File: src/r2h_pkg.sv
// Shared types and constants for the RGB to HSV converter.
`default_nettype none

package r2h_pkg;

	// Default channel width and the fixed hue width (fraction of a turn).
	localparam int CHANNEL_BITS_DEF = 16;
	localparam int HUE_BITS         = 16;

	// Sector base of the hue, in sixths of a turn.
	typedef enum logic [2:0] {
		BASE_RED   = 3'd0,
		BASE_GREEN = 3'd2,
		BASE_BLUE  = 3'd4,
		BASE_WRAP  = 3'd6
	} hue_base_t;

	// Control that travels down the pipeline with each request.
	typedef struct packed {
		logic valid;
		logic gray;
	} pipe_ctrl_t;

endpackage

`default_nettype wire

File: src/r2h_front.sv
// Front end: sector select (s1) and divider set-up (s2).
`default_nettype none

module r2h_front import r2h_pkg::*; #(
	parameter int CHANNEL_BITS = CHANNEL_BITS_DEF
) (
	input  logic                      clk,
	input  logic                      arst_n,
	input  logic                      en,
	input  logic                      pixel_valid,
	input  logic [CHANNEL_BITS-1:0]   red,
	input  logic [CHANNEL_BITS-1:0]   green,
	input  logic [CHANNEL_BITS-1:0]   blue,
	output pipe_ctrl_t                ctrl_s2,
	output logic [CHANNEL_BITS+2:0]   hnum_s2,
	output logic [CHANNEL_BITS+2:0]   hden_s2,
	output logic [CHANNEL_BITS-1:0]   rrem_s2,
	output logic [CHANNEL_BITS-1:0]   rlow_s2,
	output logic [CHANNEL_BITS-1:0]   rden_s2
);

	localparam int HW = CHANNEL_BITS + 3;

	hue_base_t                 base_c;
	logic                      add_c;
	logic [CHANNEL_BITS-1:0]   part_c;
	logic [CHANNEL_BITS-1:0]   span_c;
	logic [CHANNEL_BITS-1:0]   lo_c;
	logic [CHANNEL_BITS-1:0]   hi_c;

	pipe_ctrl_t                ctrl_s1;
	hue_base_t                 base_s1;
	logic                      add_s1;
	logic [CHANNEL_BITS-1:0]   part_s1;
	logic [CHANNEL_BITS-1:0]   span_s1;
	logic [CHANNEL_BITS-1:0]   lo_s1;
	logic [CHANNEL_BITS-1:0]   hi_s1;

	logic [HW-1:0]             bspan_c;

	// Sector of the largest channel; ties follow a fixed compare order.
	// Gray pixels fall through to the red sector and are flagged.
	always_comb begin
		base_c = BASE_RED;
		add_c  = 1'b1;
		part_c = green - blue;
		span_c = red - blue;
		lo_c   = blue;
		hi_c   = red;
		if (red < green) begin
			if (red < blue) begin
				if (green < blue) begin
					base_c = BASE_BLUE;
					add_c  = 1'b0;
					part_c = green - red;
					span_c = blue - red;
					lo_c   = red;
					hi_c   = blue;
				end else begin
					base_c = BASE_GREEN;
					add_c  = 1'b1;
					part_c = blue - red;
					span_c = green - red;
					lo_c   = red;
					hi_c   = green;
				end
			end else begin
				base_c = BASE_GREEN;
				add_c  = 1'b0;
				part_c = red - blue;
				span_c = green - blue;
				lo_c   = blue;
				hi_c   = green;
			end
		end else if (red < blue) begin
			base_c = BASE_BLUE;
			add_c  = 1'b1;
			part_c = red - green;
			span_c = blue - green;
			lo_c   = green;
			hi_c   = blue;
		end else if (green < blue) begin
			base_c = BASE_WRAP;
			add_c  = 1'b0;
			part_c = blue - green;
			span_c = red - green;
			lo_c   = green;
			hi_c   = red;
		end
	end

	always_ff @(posedge clk or negedge arst_n) begin
		if (!arst_n) begin
			ctrl_s1 <= '0;
			ctrl_s2 <= '0;
		end else if (en) begin
			ctrl_s1.valid <= pixel_valid;
			ctrl_s1.gray  <= (red == green) && (green == blue);
			ctrl_s2       <= ctrl_s1;
		end
	end

	always_ff @(posedge clk) begin
		if (en) begin
			base_s1 <= base_c;
			add_s1  <= add_c;
			part_s1 <= part_c;
			span_s1 <= span_c;
			lo_s1   <= lo_c;
			hi_s1   <= hi_c;
		end
	end

	// Hue numerator base*span +/- part, always below 6*span except for gray pixels.
	assign bspan_c = HW'(span_s1) * HW'(base_s1);

	// Ratio numerator lo*(2^W-1) split as (lo-1)*2^W + (2^W-lo).
	always_ff @(posedge clk) begin
		if (en) begin
			hnum_s2 <= add_s1 ? (bspan_c + HW'(part_s1)) : (bspan_c - HW'(part_s1));
			hden_s2 <= (HW'(span_s1) << 2) + (HW'(span_s1) << 1);
			rrem_s2 <= lo_s1 - CHANNEL_BITS'(lo_s1 != '0);
			rlow_s2 <= '0 - lo_s1;
			rden_s2 <= hi_s1;
		end
	end

endmodule

`default_nettype wire

File: src/r2h_div_step.sv
// One restoring division step for the hue and the min/max ratio.
`default_nettype none

module r2h_div_step import r2h_pkg::*; #(
	parameter int CHANNEL_BITS = CHANNEL_BITS_DEF,
	parameter int STEP         = 0
) (
	input  logic                      clk,
	input  logic                      arst_n,
	input  logic                      en,
	input  pipe_ctrl_t                src_ctrl,
	input  logic [CHANNEL_BITS+2:0]   src_hrem,
	input  logic [CHANNEL_BITS+2:0]   src_hden,
	input  logic [HUE_BITS-1:0]       src_hq,
	input  logic [CHANNEL_BITS-1:0]   src_rrem,
	input  logic [CHANNEL_BITS-1:0]   src_rlow,
	input  logic [CHANNEL_BITS-1:0]   src_rden,
	input  logic [CHANNEL_BITS-1:0]   src_rq,
	output pipe_ctrl_t                ctrl_s,
	output logic [CHANNEL_BITS+2:0]   hrem_s,
	output logic [CHANNEL_BITS+2:0]   hden_s,
	output logic [HUE_BITS-1:0]       hq_s,
	output logic [CHANNEL_BITS-1:0]   rrem_s,
	output logic [CHANNEL_BITS-1:0]   rlow_s,
	output logic [CHANNEL_BITS-1:0]   rden_s,
	output logic [CHANNEL_BITS-1:0]   rq_s
);

	localparam int HW     = CHANNEL_BITS + 3;
	localparam bit HUE_ON = (STEP < HUE_BITS);
	localparam bit RAT_ON = (STEP < CHANNEL_BITS);

	logic [HW:0]               hsh;
	logic                      hge;
	logic [HW-1:0]             hrem_n;
	logic [HUE_BITS-1:0]       hq_n;
	logic [CHANNEL_BITS:0]     rsh;
	logic                      rge;
	logic [CHANNEL_BITS-1:0]   rrem_n;
	logic [CHANNEL_BITS-1:0]   rlow_n;
	logic [CHANNEL_BITS-1:0]   rq_n;

	always_comb begin
		// hue: remainder doubles each step, numerator bits beyond it are zero
		hsh = {src_hrem, 1'b0};
		hge = hsh >= {1'b0, src_hden};
		if (HUE_ON) begin
			hrem_n = hge ? HW'(hsh - {1'b0, src_hden}) : hsh[HW-1:0];
			hq_n   = {src_hq[HUE_BITS-2:0], hge};
		end else begin
			hrem_n = src_hrem;
			hq_n   = src_hq;
		end

		// ratio: next numerator bit shifts in from the low word
		rsh = {src_rrem, src_rlow[CHANNEL_BITS-1]};
		rge = rsh >= {1'b0, src_rden};
		if (RAT_ON) begin
			rrem_n = rge ? CHANNEL_BITS'(rsh - {1'b0, src_rden}) : rsh[CHANNEL_BITS-1:0];
			rlow_n = src_rlow << 1;
			rq_n   = {src_rq[CHANNEL_BITS-2:0], rge};
		end else begin
			rrem_n = src_rrem;
			rlow_n = src_rlow;
			rq_n   = src_rq;
		end
	end

	always_ff @(posedge clk or negedge arst_n) begin
		if (!arst_n) begin
			ctrl_s <= '0;
		end else if (en) begin
			ctrl_s <= src_ctrl;
		end
	end

	always_ff @(posedge clk) begin
		if (en) begin
			hrem_s <= hrem_n;
			hden_s <= src_hden;
			hq_s   <= hq_n;
			rrem_s <= rrem_n;
			rlow_s <= rlow_n;
			rden_s <= src_rden;
			rq_s   <= rq_n;
		end
	end

endmodule

`default_nettype wire

File: src/r2h_out_skid.sv
// Output register with a one-entry skid buffer.
`default_nettype none

module r2h_out_skid import r2h_pkg::*; #(
	parameter int CHANNEL_BITS = CHANNEL_BITS_DEF
) (
	input  logic                      clk,
	input  logic                      arst_n,
	input  logic                      push,
	input  logic [HUE_BITS-1:0]       push_hue,
	input  logic [CHANNEL_BITS-1:0]   push_ratio,
	input  logic [CHANNEL_BITS-1:0]   push_value,
	input  logic                      hsv_ready,
	output logic                      hsv_valid,
	output logic [HUE_BITS-1:0]       hue,
	output logic [CHANNEL_BITS-1:0]   min_over_max,
	output logic [CHANNEL_BITS-1:0]   value,
	output logic                      full
);

	logic                      out_valid_q;
	logic [HUE_BITS-1:0]       out_hue_q;
	logic [CHANNEL_BITS-1:0]   out_ratio_q;
	logic [CHANNEL_BITS-1:0]   out_value_q;
	logic                      skid_valid_q;
	logic [HUE_BITS-1:0]       skid_hue_q;
	logic [CHANNEL_BITS-1:0]   skid_ratio_q;
	logic [CHANNEL_BITS-1:0]   skid_value_q;
	logic                      take;

	// Output slot frees when empty or being taken.
	assign take = !out_valid_q || hsv_ready;

	always_ff @(posedge clk or negedge arst_n) begin
		if (!arst_n) begin
			out_valid_q  <= 1'b0;
			skid_valid_q <= 1'b0;
		end else if (take) begin
			out_valid_q  <= skid_valid_q || push;
			skid_valid_q <= 1'b0;
		end else if (push) begin
			skid_valid_q <= 1'b1;
		end
	end

	// No push can arrive while the skid is full: the pipe is held then.
	always_ff @(posedge clk) begin
		if (take) begin
			out_hue_q   <= skid_valid_q ? skid_hue_q   : push_hue;
			out_ratio_q <= skid_valid_q ? skid_ratio_q : push_ratio;
			out_value_q <= skid_valid_q ? skid_value_q : push_value;
		end else if (push) begin
			skid_hue_q   <= push_hue;
			skid_ratio_q <= push_ratio;
			skid_value_q <= push_value;
		end
	end

	assign hsv_valid    = out_valid_q;
	assign hue          = out_hue_q;
	assign min_over_max = out_ratio_q;
	assign value        = out_value_q;
	assign full         = skid_valid_q;

endmodule

`default_nettype wire

File: src/rgb_to_hsv_converter_core.sv
// Top level of the RGB to HSV converter: front end, divider pipeline, output buffer.
// A request passes the s1 and s2 registers, every divider stage register and the output register.
// Throughput: one request per cycle unless halted; one quotient bit per divider per stage.
// A stalled result holds the pipe once the one-entry skid buffer fills.
// Reset (arst_n low) clears all valid bits and both output slots; data is not reset.
`default_nettype none

module rgb_to_hsv_converter_core import r2h_pkg::*; #(
	parameter int CHANNEL_BITS = CHANNEL_BITS_DEF
) (
	input  logic                      clk,
	input  logic                      arst_n,
	input  logic                      pixel_valid,
	output logic                      pixel_ready,
	input  logic [CHANNEL_BITS-1:0]   red,
	input  logic [CHANNEL_BITS-1:0]   green,
	input  logic [CHANNEL_BITS-1:0]   blue,
	output logic                      hsv_valid,
	input  logic                      hsv_ready,
	output logic [HUE_BITS-1:0]       hue,
	output logic [CHANNEL_BITS-1:0]   min_over_max,
	output logic [CHANNEL_BITS-1:0]   value
);

	// Divider stage count: enough for the longer of the two quotients.
	localparam int NSTEP = (CHANNEL_BITS > HUE_BITS) ? CHANNEL_BITS : HUE_BITS;
	localparam int HW    = CHANNEL_BITS + 3;

	logic                      en;
	logic                      skid_full;
	logic                      push;
	logic [HUE_BITS-1:0]       push_hue;
	logic [CHANNEL_BITS-1:0]   push_ratio;

	// Stage k of the divider chain; entry 0 is the front end's s2 output.
	pipe_ctrl_t                ctrl_s [0:NSTEP];
	logic [HW-1:0]             hrem_s [0:NSTEP];
	logic [HW-1:0]             hden_s [0:NSTEP];
	logic [HUE_BITS-1:0]       hq_s   [0:NSTEP];
	logic [CHANNEL_BITS-1:0]   rrem_s [0:NSTEP];
	logic [CHANNEL_BITS-1:0]   rlow_s [0:NSTEP];
	logic [CHANNEL_BITS-1:0]   rden_s [0:NSTEP];
	logic [CHANNEL_BITS-1:0]   rq_s   [0:NSTEP];

	// The whole pipe moves together; it only halts while the skid entry is full.
	// Since that flag is a register, pixel_ready has no path from hsv_ready.
	assign en          = !skid_full;
	assign pixel_ready = en;

	// Sector select and divider set-up (two stages).
	r2h_front #(
		.CHANNEL_BITS (CHANNEL_BITS)
	) u_front (
		.clk         (clk),
		.arst_n      (arst_n),
		.en          (en),
		.pixel_valid (pixel_valid),
		.red         (red),
		.green       (green),
		.blue        (blue),
		.ctrl_s2     (ctrl_s[0]),
		.hnum_s2     (hrem_s[0]),
		.hden_s2     (hden_s[0]),
		.rrem_s2     (rrem_s[0]),
		.rlow_s2     (rlow_s[0]),
		.rden_s2     (rden_s[0])
	);

	// Quotients start empty and fill from the bottom, one bit per stage until full.
	assign hq_s[0] = '0;
	assign rq_s[0] = '0;

	// Two restoring dividers run side by side: hue = num*2^16 / (6*span),
	// ratio = lo*(2^W-1) / hi. Each stage does one step of each divider whose quotient is not yet complete.
	for (genvar k = 0; k < NSTEP; k++) begin : g_div
		r2h_div_step #(
			.CHANNEL_BITS (CHANNEL_BITS),
			.STEP         (k)
		) u_step (
			.clk      (clk),
			.arst_n   (arst_n),
			.en       (en),
			.src_ctrl (ctrl_s[k]),
			.src_hrem (hrem_s[k]),
			.src_hden (hden_s[k]),
			.src_hq   (hq_s[k]),
			.src_rrem (rrem_s[k]),
			.src_rlow (rlow_s[k]),
			.src_rden (rden_s[k]),
			.src_rq   (rq_s[k]),
			.ctrl_s   (ctrl_s[k+1]),
			.hrem_s   (hrem_s[k+1]),
			.hden_s   (hden_s[k+1]),
			.hq_s     (hq_s[k+1]),
			.rrem_s   (rrem_s[k+1]),
			.rlow_s   (rlow_s[k+1]),
			.rden_s   (rden_s[k+1]),
			.rq_s     (rq_s[k+1])
		);
	end

	// Gray pixels (black too) give hue 0 and a full-scale ratio; the divider
	// output is meaningless for them. The divisor of the ratio is the value.
	assign push       = en && ctrl_s[NSTEP].valid;
	assign push_hue   = ctrl_s[NSTEP].gray ? '0 : hq_s[NSTEP];
	assign push_ratio = ctrl_s[NSTEP].gray ? '1 : rq_s[NSTEP];

	r2h_out_skid #(
		.CHANNEL_BITS (CHANNEL_BITS)
	) u_out (
		.clk          (clk),
		.arst_n       (arst_n),
		.push         (push),
		.push_hue     (push_hue),
		.push_ratio   (push_ratio),
		.push_value   (rden_s[NSTEP]),
		.hsv_ready    (hsv_ready),
		.hsv_valid    (hsv_valid),
		.hue          (hue),
		.min_over_max (min_over_max),
		.value        (value),
		.full         (skid_full)
	);

endmodule

`default_nettype wire

File: config.mk
export PLATFORM = sky130hd
export DESIGN_NAME = rgb_to_hsv_converter_core
export DESIGN_NICKNAME = d
export VERILOG_FILES = /design/src/r2h_pkg.sv /design/src/r2h_front.sv /design/src/r2h_div_step.sv /design/src/r2h_out_skid.sv /design/src/rgb_to_hsv_converter_core.sv
export SDC_FILE = /design/constraint.sdc
export NUM_CORES = 2
export LEC_CHECK = 0
export ABC_AREA = 1
export ABC_CLOCK_PERIOD_IN_PS = 73100
export BUFFER_PORTS_ARGS = -buffer_cell sky130_fd_sc_hd__buf_4
export CORE_AREA = 2 2 418 420
export DETAILED_ROUTE_END_ITERATION = 12
export DIE_AREA = 0 0 420 422
export PLACE_DENSITY = 0.78
export SLEW_MARGIN = 20
export SYNTH_ARGS = -nofsm -noshare
export SYNTH_HDL_FRONTEND = slang
export SYNTH_SLANG_ARGS = --single-unit
File: constraint.sdc
create_clock -name clk -period 73.1 [get_ports clk]
set_clock_uncertainty 0.2 [all_clocks]
set_input_delay 14.62 -clock clk [delete_from_list [all_inputs] [get_ports clk]]
set_output_delay 14.62 -clock clk [all_outputs]
set_load 0.02 [all_outputs]
== Yosys cells after proc, flatten, opt, wreduce, memory -nomap -nowiden ==
Cells that the tools add are included.
Storage, ports and cells
  output and inout port bits: 50
  word-level logic and storage cells: 332
  input bits: 52
  bits in registers: 1746
Operators by class
  eq/ne operators: 2
  reduce and logical (&&, ||, !) cells: 9
  $mul: 1
  bitwise logic cells: 1
  multiplexer cells: 65
  add/sub/neg operators: 41
  magnitude comparators: 35
Operators with widths (number)
  2-to-1 mux 16 bit: 38
  subtractor 16 bit: 21
  >= comparator 20 x 19 -> 1 bit: 16
  2-to-1 mux 19 bit: 16
  subtractor 19 bit: 15
  >= comparator 17 x 16 -> 1 bit: 16
  less-than comparator 16 bit: 3
  equality test 16 bit: 2
  adder 18 x 17 -> 19 bit: 1
  adder 19 x 16 -> 19 bit: 1
  multiplier 16 x 3 -> 19 bit: 1
  subtractor 19 x 16 -> 19 bit: 1
  nonzero test 16 bit: 1
  subtractor 1 x 16 -> 16 bit (first input constant): 1
  subtractor 16 x 1 -> 16 bit: 1
  2-to-1 mux 3 bit: 5
  2-to-1 mux 1 bit: 6
  logical AND 1 bit: 2
  logical NOT 1 bit: 2
  logical OR 1 bit: 2
  AND reduction 2 bit: 1
  nonzero test 2 bit: 1
  inverter 1 bit: 1

== Longest topological paths before layout ==
  depth after elaboration: 4
  mapped depth: 23
  gate-level depth less buffers: 21

== Modules after synthesis ==
Synthesis repeated with hierarchy kept, for this count alone.
Second synthesis, totals
  cells, all modules: 13268
  area total of the unflattened synthesis: 120837.1 sq um
By module, submodules not included
  r2h_div_step (g_div[12].u_step ...): seq. area each 3563.4 sq um, instances 9, cells each 663, area an instance 6293.5 sq um
  r2h_div_step (g_div[0].u_step ...): seq. area each 3563.4 sq um, instances 5, cells each 658, area an instance 6291.0 sq um
  r2h_front: seq. area each 4664.5 sq um, instances 1, cells each 2358, area an instance 16288.1 sq um
  r2h_div_step (g_div[4].u_step): seq. area each 3563.4 sq um, instances 1, cells each 657, area an instance 6287.3 sq um
  r2h_div_step (g_div[1].u_step): seq. area each 3563.4 sq um, instances 1, cells each 663, area an instance 6283.5 sq um
  r2h_out_skid: seq. area each 2932.8 sq um, instances 1, cells each 261, area an instance 3585.9 sq um
  rgb_to_hsv_converter_core: seq. area each 0.0 sq um, instances 1, cells each 72, area an instance 295.3 sq um

== Least setup slack after synthesis ==
Ideal clock, no wire load.
  path kind: register to output
  start: register u_out.skid_valid_q (netlist: u_out.full)
  end: output pixel_ready
  data arrival time: 43.485 ns
  required time: 58.280 ns
  cell stages (with the launch flop): 4
  slack: 14.795 ns
  buffers on the path: 2
  path through: dfrtp_1 -> inv_1 -> clkbuf_1 -> clkbuf_1
Between the ends
  word-level cells in the longest chain between the ends: 1
Ends and longest elaborated chain
  from (decl): line r2h_out_skid.sv:25  | logic skid_valid_q;
  from (signal assigned): line r2h_out_skid.sv:37  | skid_valid_q <= 1'b0;
  from (signal assigned): line r2h_out_skid.sv:40  | skid_valid_q <= 1'b0;
  from (signal assigned): line r2h_out_skid.sv:42  | skid_valid_q <= 1'b1;
  logical NOT 1 bit: line rgb_to_hsv_converter_core.sv:47  | assign en = !skid_full;
  to (decl): line rgb_to_hsv_converter_core.sv:14  | output logic pixel_ready,
No other way between the ends.

== Final worst setup path ==
  start: input red[0]
  end: register u_front.span_s1[7] (data pin)
Between the ends
  word-level cells in the longest chain between the ends: 4
  elaborated cells between the ends (all ways): 11
  those cells by class: 4 x add/sub; 2 x order compare; 5 x mux
Ends and longest elaborated chain
  from (decl): line rgb_to_hsv_converter_core.sv:15  | input logic [CHANNEL_BITS-1:0] red,
  subtractor 16 bit (on tied branches)
  2-to-1 mux 16 bit (on tied branches): line r2h_front.sv:82, r2h_front.sv:52
  2-to-1 mux 16 bit (on tied branches): line r2h_front.sv:75, r2h_front.sv:51
  2-to-1 mux 16 bit *: line r2h_front.sv:50  | if (red < green) begin
  named net u_front.span_c[7]: line r2h_front.sv:27  | logic [CHANNEL_BITS-1:0] span_c;
  to (signal assigned): line r2h_front.sv:108  | span_s1 <= span_c;
  to (decl): line r2h_front.sv:35  | logic [CHANNEL_BITS-1:0] span_s1;
The timed path passes the listed nets; every way through them passes the cells marked *.
A chain may end at the register's enable or synchronous reset.

==> results_dict.tcl <==
set metrics [dict create \
    ys.warnings.count 0 \
    grt_overflow 0 \
    fmax_ghz 0.0567 \
    final_area_sq_um 107000 \
    synthMuxAreaShare_pct 0 \
    antenna_found_initial 3 \
    grt_pass1_vias 70600 \
    synth-simple-area-share_pct 17.9 \
    min_from "g_div[3].u_step.rlow_s[5]$_DFFE_PN_" \
    cts_tree "yes" \
    tightest_slew_ns 1.08 \
    fin_crit_sh_pct 24.1 \
    avgSynthCellArea_sq_um 9.30 \
    cts.sinks 1714 \
    grt_max_degree 215 \
    clk_path_buf_depth 3 \
    num_rows 153 \
    grt_first_pass_wirelength_mm 388 \
    ys_types 55 \
    initial_utilization_pct 56.6 \
    min_path_type "reg -> reg" \
    timing.hold.ws_ns 0.184 \
    num-fill-cells 14200 \
    synth_top_family_by_area "simple AND/OR/NAND/NOR gates" \
    yosys-top-cells-area "edfxtp_1 (51%), nand2_1 (11%), ha_1 (9.0%), inv_1 (5.7%), a21oi_1 (3.2%)" \
    ys_seq_area_share_pct 52.4 \
    worst_ep_required_time_ns 73.43 \
    layout.nets 11500 \
    wl_mm 251 \
    fin_crit_ns 17.64 \
    synthAdderAreaFrac_pct 9.81 \
    r2r_cells 7 \
    synth_xor_area_share_pct 4.36 \
    yosysTopAreaCell "edfxtp_1" \
    status "completed" \
    holdPathEnd "g_div[4].u_step.rlow_s[6]$_DFFE_PN_" \
    place.gp.congestion 0.955 \
    core_area_sq_um 173000 \
    firstDrtPassIters 6 \
    die-area_sq_um 177000 \
    synth_compound_area_share_pct 8.74 \
    clk_pin_slew_worst_paths_ns 0.06 \
    cap_violations 0 \
    netlist_instances 10500 \
    worstSetupEndpointType "register" \
    syn_to_final_growth_pct 9.55 \
    syn_area_sq_um 97800 \
    ys_ff_latch 1714 \
    portBuffers 101 \
    drive_gt1_share_pct 4.73 \
    crit_type "in -> reg" \
    die_h_um 422 \
    die_w_um 420 \
    r2r_end "g_div[11].u_step.rrem_s[11]$_DFFE_PN_" \
    yosys.area.top_type_share_pct 51.5 \
    finalMaxSlewViolations 0 \
    async_reset_ff_share_pct 2.22 \
    post-cts-setup-buffers 0 \
    wire_per_inst_um 19.1 \
    placed_area_sq_um 101000 \
    synth_nets 11300 \
    cts_max_level 4 \
    worstPathArrival_ns 17.97 \
    synth_edf_count 1676 \
    path_max_fanout 88 \
    ctsHoldBuffers 0 \
    synth_ff_type "edfxtp_1" \
    cts-resized-gates 0 \
    setup_viol 0 \
    dp_hpwl_mm 193 \
    numCtsBuffers 177 \
    antenna_cells 0 \
    drc 0 \
    slew-limit-headroom_pct 27.7 \
    r2r_setup_slack_ns 66.98 \
    tns_ns 0 \
    insertion_delay_ns 0.85 \
    hold_viol_final 0 \
    num_vias 71500 \
    drt_iter0_drc 5559 \
    grtUsageTotal_pct 28.1 \
    worstSetupStartpointType "primary input" \
    viasPerCell 5.45 \
    ios 102 \
    rsz0062_at_grt "false" \
    r2r_start "u_out.full$_DFFE_PN0P_" \
    drtAntennaViolNets 0 \
    min_path_cells 0 \
    root_buffer "clkbuf_16" \
]
## cell usage in the layout (no fill, tap or decap), types with 13 or more instances in the layout
cell	count
nand4_1	84
a21boi_0	24
nor2_1	613
fa_1	39
xor2_1	219
o22ai_1	16
a21oi_2	14
o21a_1	18
a21o_1	60
ha_1	704
buf_4	127
nor3_1	70
bufinv_16	26
dfrtp_1	37
a31oi_1	28
o21bai_1	59
clkbuf_16	178
clkinvlp_4	13
inv_1	1489
a21oi_1	631
o21ai_1	99
clkbuf_1	25
clkinv_2	34
edfxtp_1	1676
clkinv_1	27
or2_2	28
o21ai_0	624
nand3b_1	48
xnor2_1	268
nand2_2	14
nand3_1	480
inv_2	20
nand2_1	2910
## cell usage after synthesis (70+ instances only)
cell type	number
buf_2	73
nor3_1	70
nor2_1	614
nand2_1	2911
nand3_1	480
inv_1	1490
a21oi_1	631
xor2_1	219
edfxtp_1	1676
ha_1	704
xnor2_1	268
nand4_1	84
o21ai_0	624
o21ai_1	99
## how the worst max path moves through the flow
stage,startpoint,endpoint,cells past startpoint
floorplan,u_out.full$_DFFE_PN0P_,pixel_ready,3
global placement,red[0],u_front.span_s1[0]$_DFFE_PN_,16
detailed placement,red[0],u_front.span_s1[7]$_DFFE_PN_,16
CTS,red[0],u_front.span_s1[7]$_DFFE_PN_,16
global route,red[0],u_front.span_s1[7]$_DFFE_PN_,16
finish,red[0],u_front.span_s1[7]$_DFFE_PN_,16
## registers in the layout (all words and copies together) (netlist names), 18 cells and up
register,count
g_div.u_step.hden_s,270
g_div.u_step.hrem_s,270
g_div.u_step.rden_s,256
g_div.u_step.rrem_s,240
g_div.u_step.hq_s,136
g_div.u_step.rq_s,136
g_div.u_step.rlow_s,120
g_div.u_step.ctrl_s,32
u_front.hnum_s2,19
u_front.hden_s2,18
## per-layer routing
metal	track usage (%)	vias up	wire [um]
li1	-	35400	-
met1	36.1	33700	107000
met2	48.0	1903	122000
met3	3.78	496	12100
met4	11.1	2	10200
met5	0	-	14
## through the flow
step           utilization, %  std cells  worst slack [ns]
2_1_floorplan               -      10500             14.80
3_3_place_gp             58.3      12800             54.73
3_5_place_dp             58.4      12800             54.70
4_1_cts                  61.9      13100             55.55
5_1_grt                  62.0      13100             55.31
6_report                 62.0      13100             55.46
## final cells by class
cell class | instances | area, sq um | area share, %
Tap cell | 2325 | 2910 | 2.72
Multi-Input combinational cell | 7116 | 40000 | 37.3
Clock inverter | 124 | 1620 | 1.51
Inverter | 1511 | 5680 | 5.30
Clock buffer | 204 | 4560 | 4.26
Timing Repair Buffer | 135 | 1130 | 1.05
Sequential cell | 1714 | 51300 | 47.9
## critical path, stage by stage
cell	delay, ns
buf_4	0.11
inv_1	0.06
ha_1	0.23
fa_1	0.44
inv_1	0.10
nand3_1	0.07
nand2_1	0.14
nand2_1	0.08
nand2_2	0.13
nand2_4	0.08
nand2_8	0.43
nand2_4	0.55
inv_2	0.51
nand2_1	0.11
nand3_1	0.11
nand2_1	0.05
## logic make-up after synthesis
family,Yosys count
flops,1714
compound gates,1593
xor+xnor,487
simple gates,4293
buf+inv,1685
fa+ha+maj,743
Power is left out: the tool's default activity adds up to more than one toggle a clock period on the data nets, which glitch-free logic cannot reach.
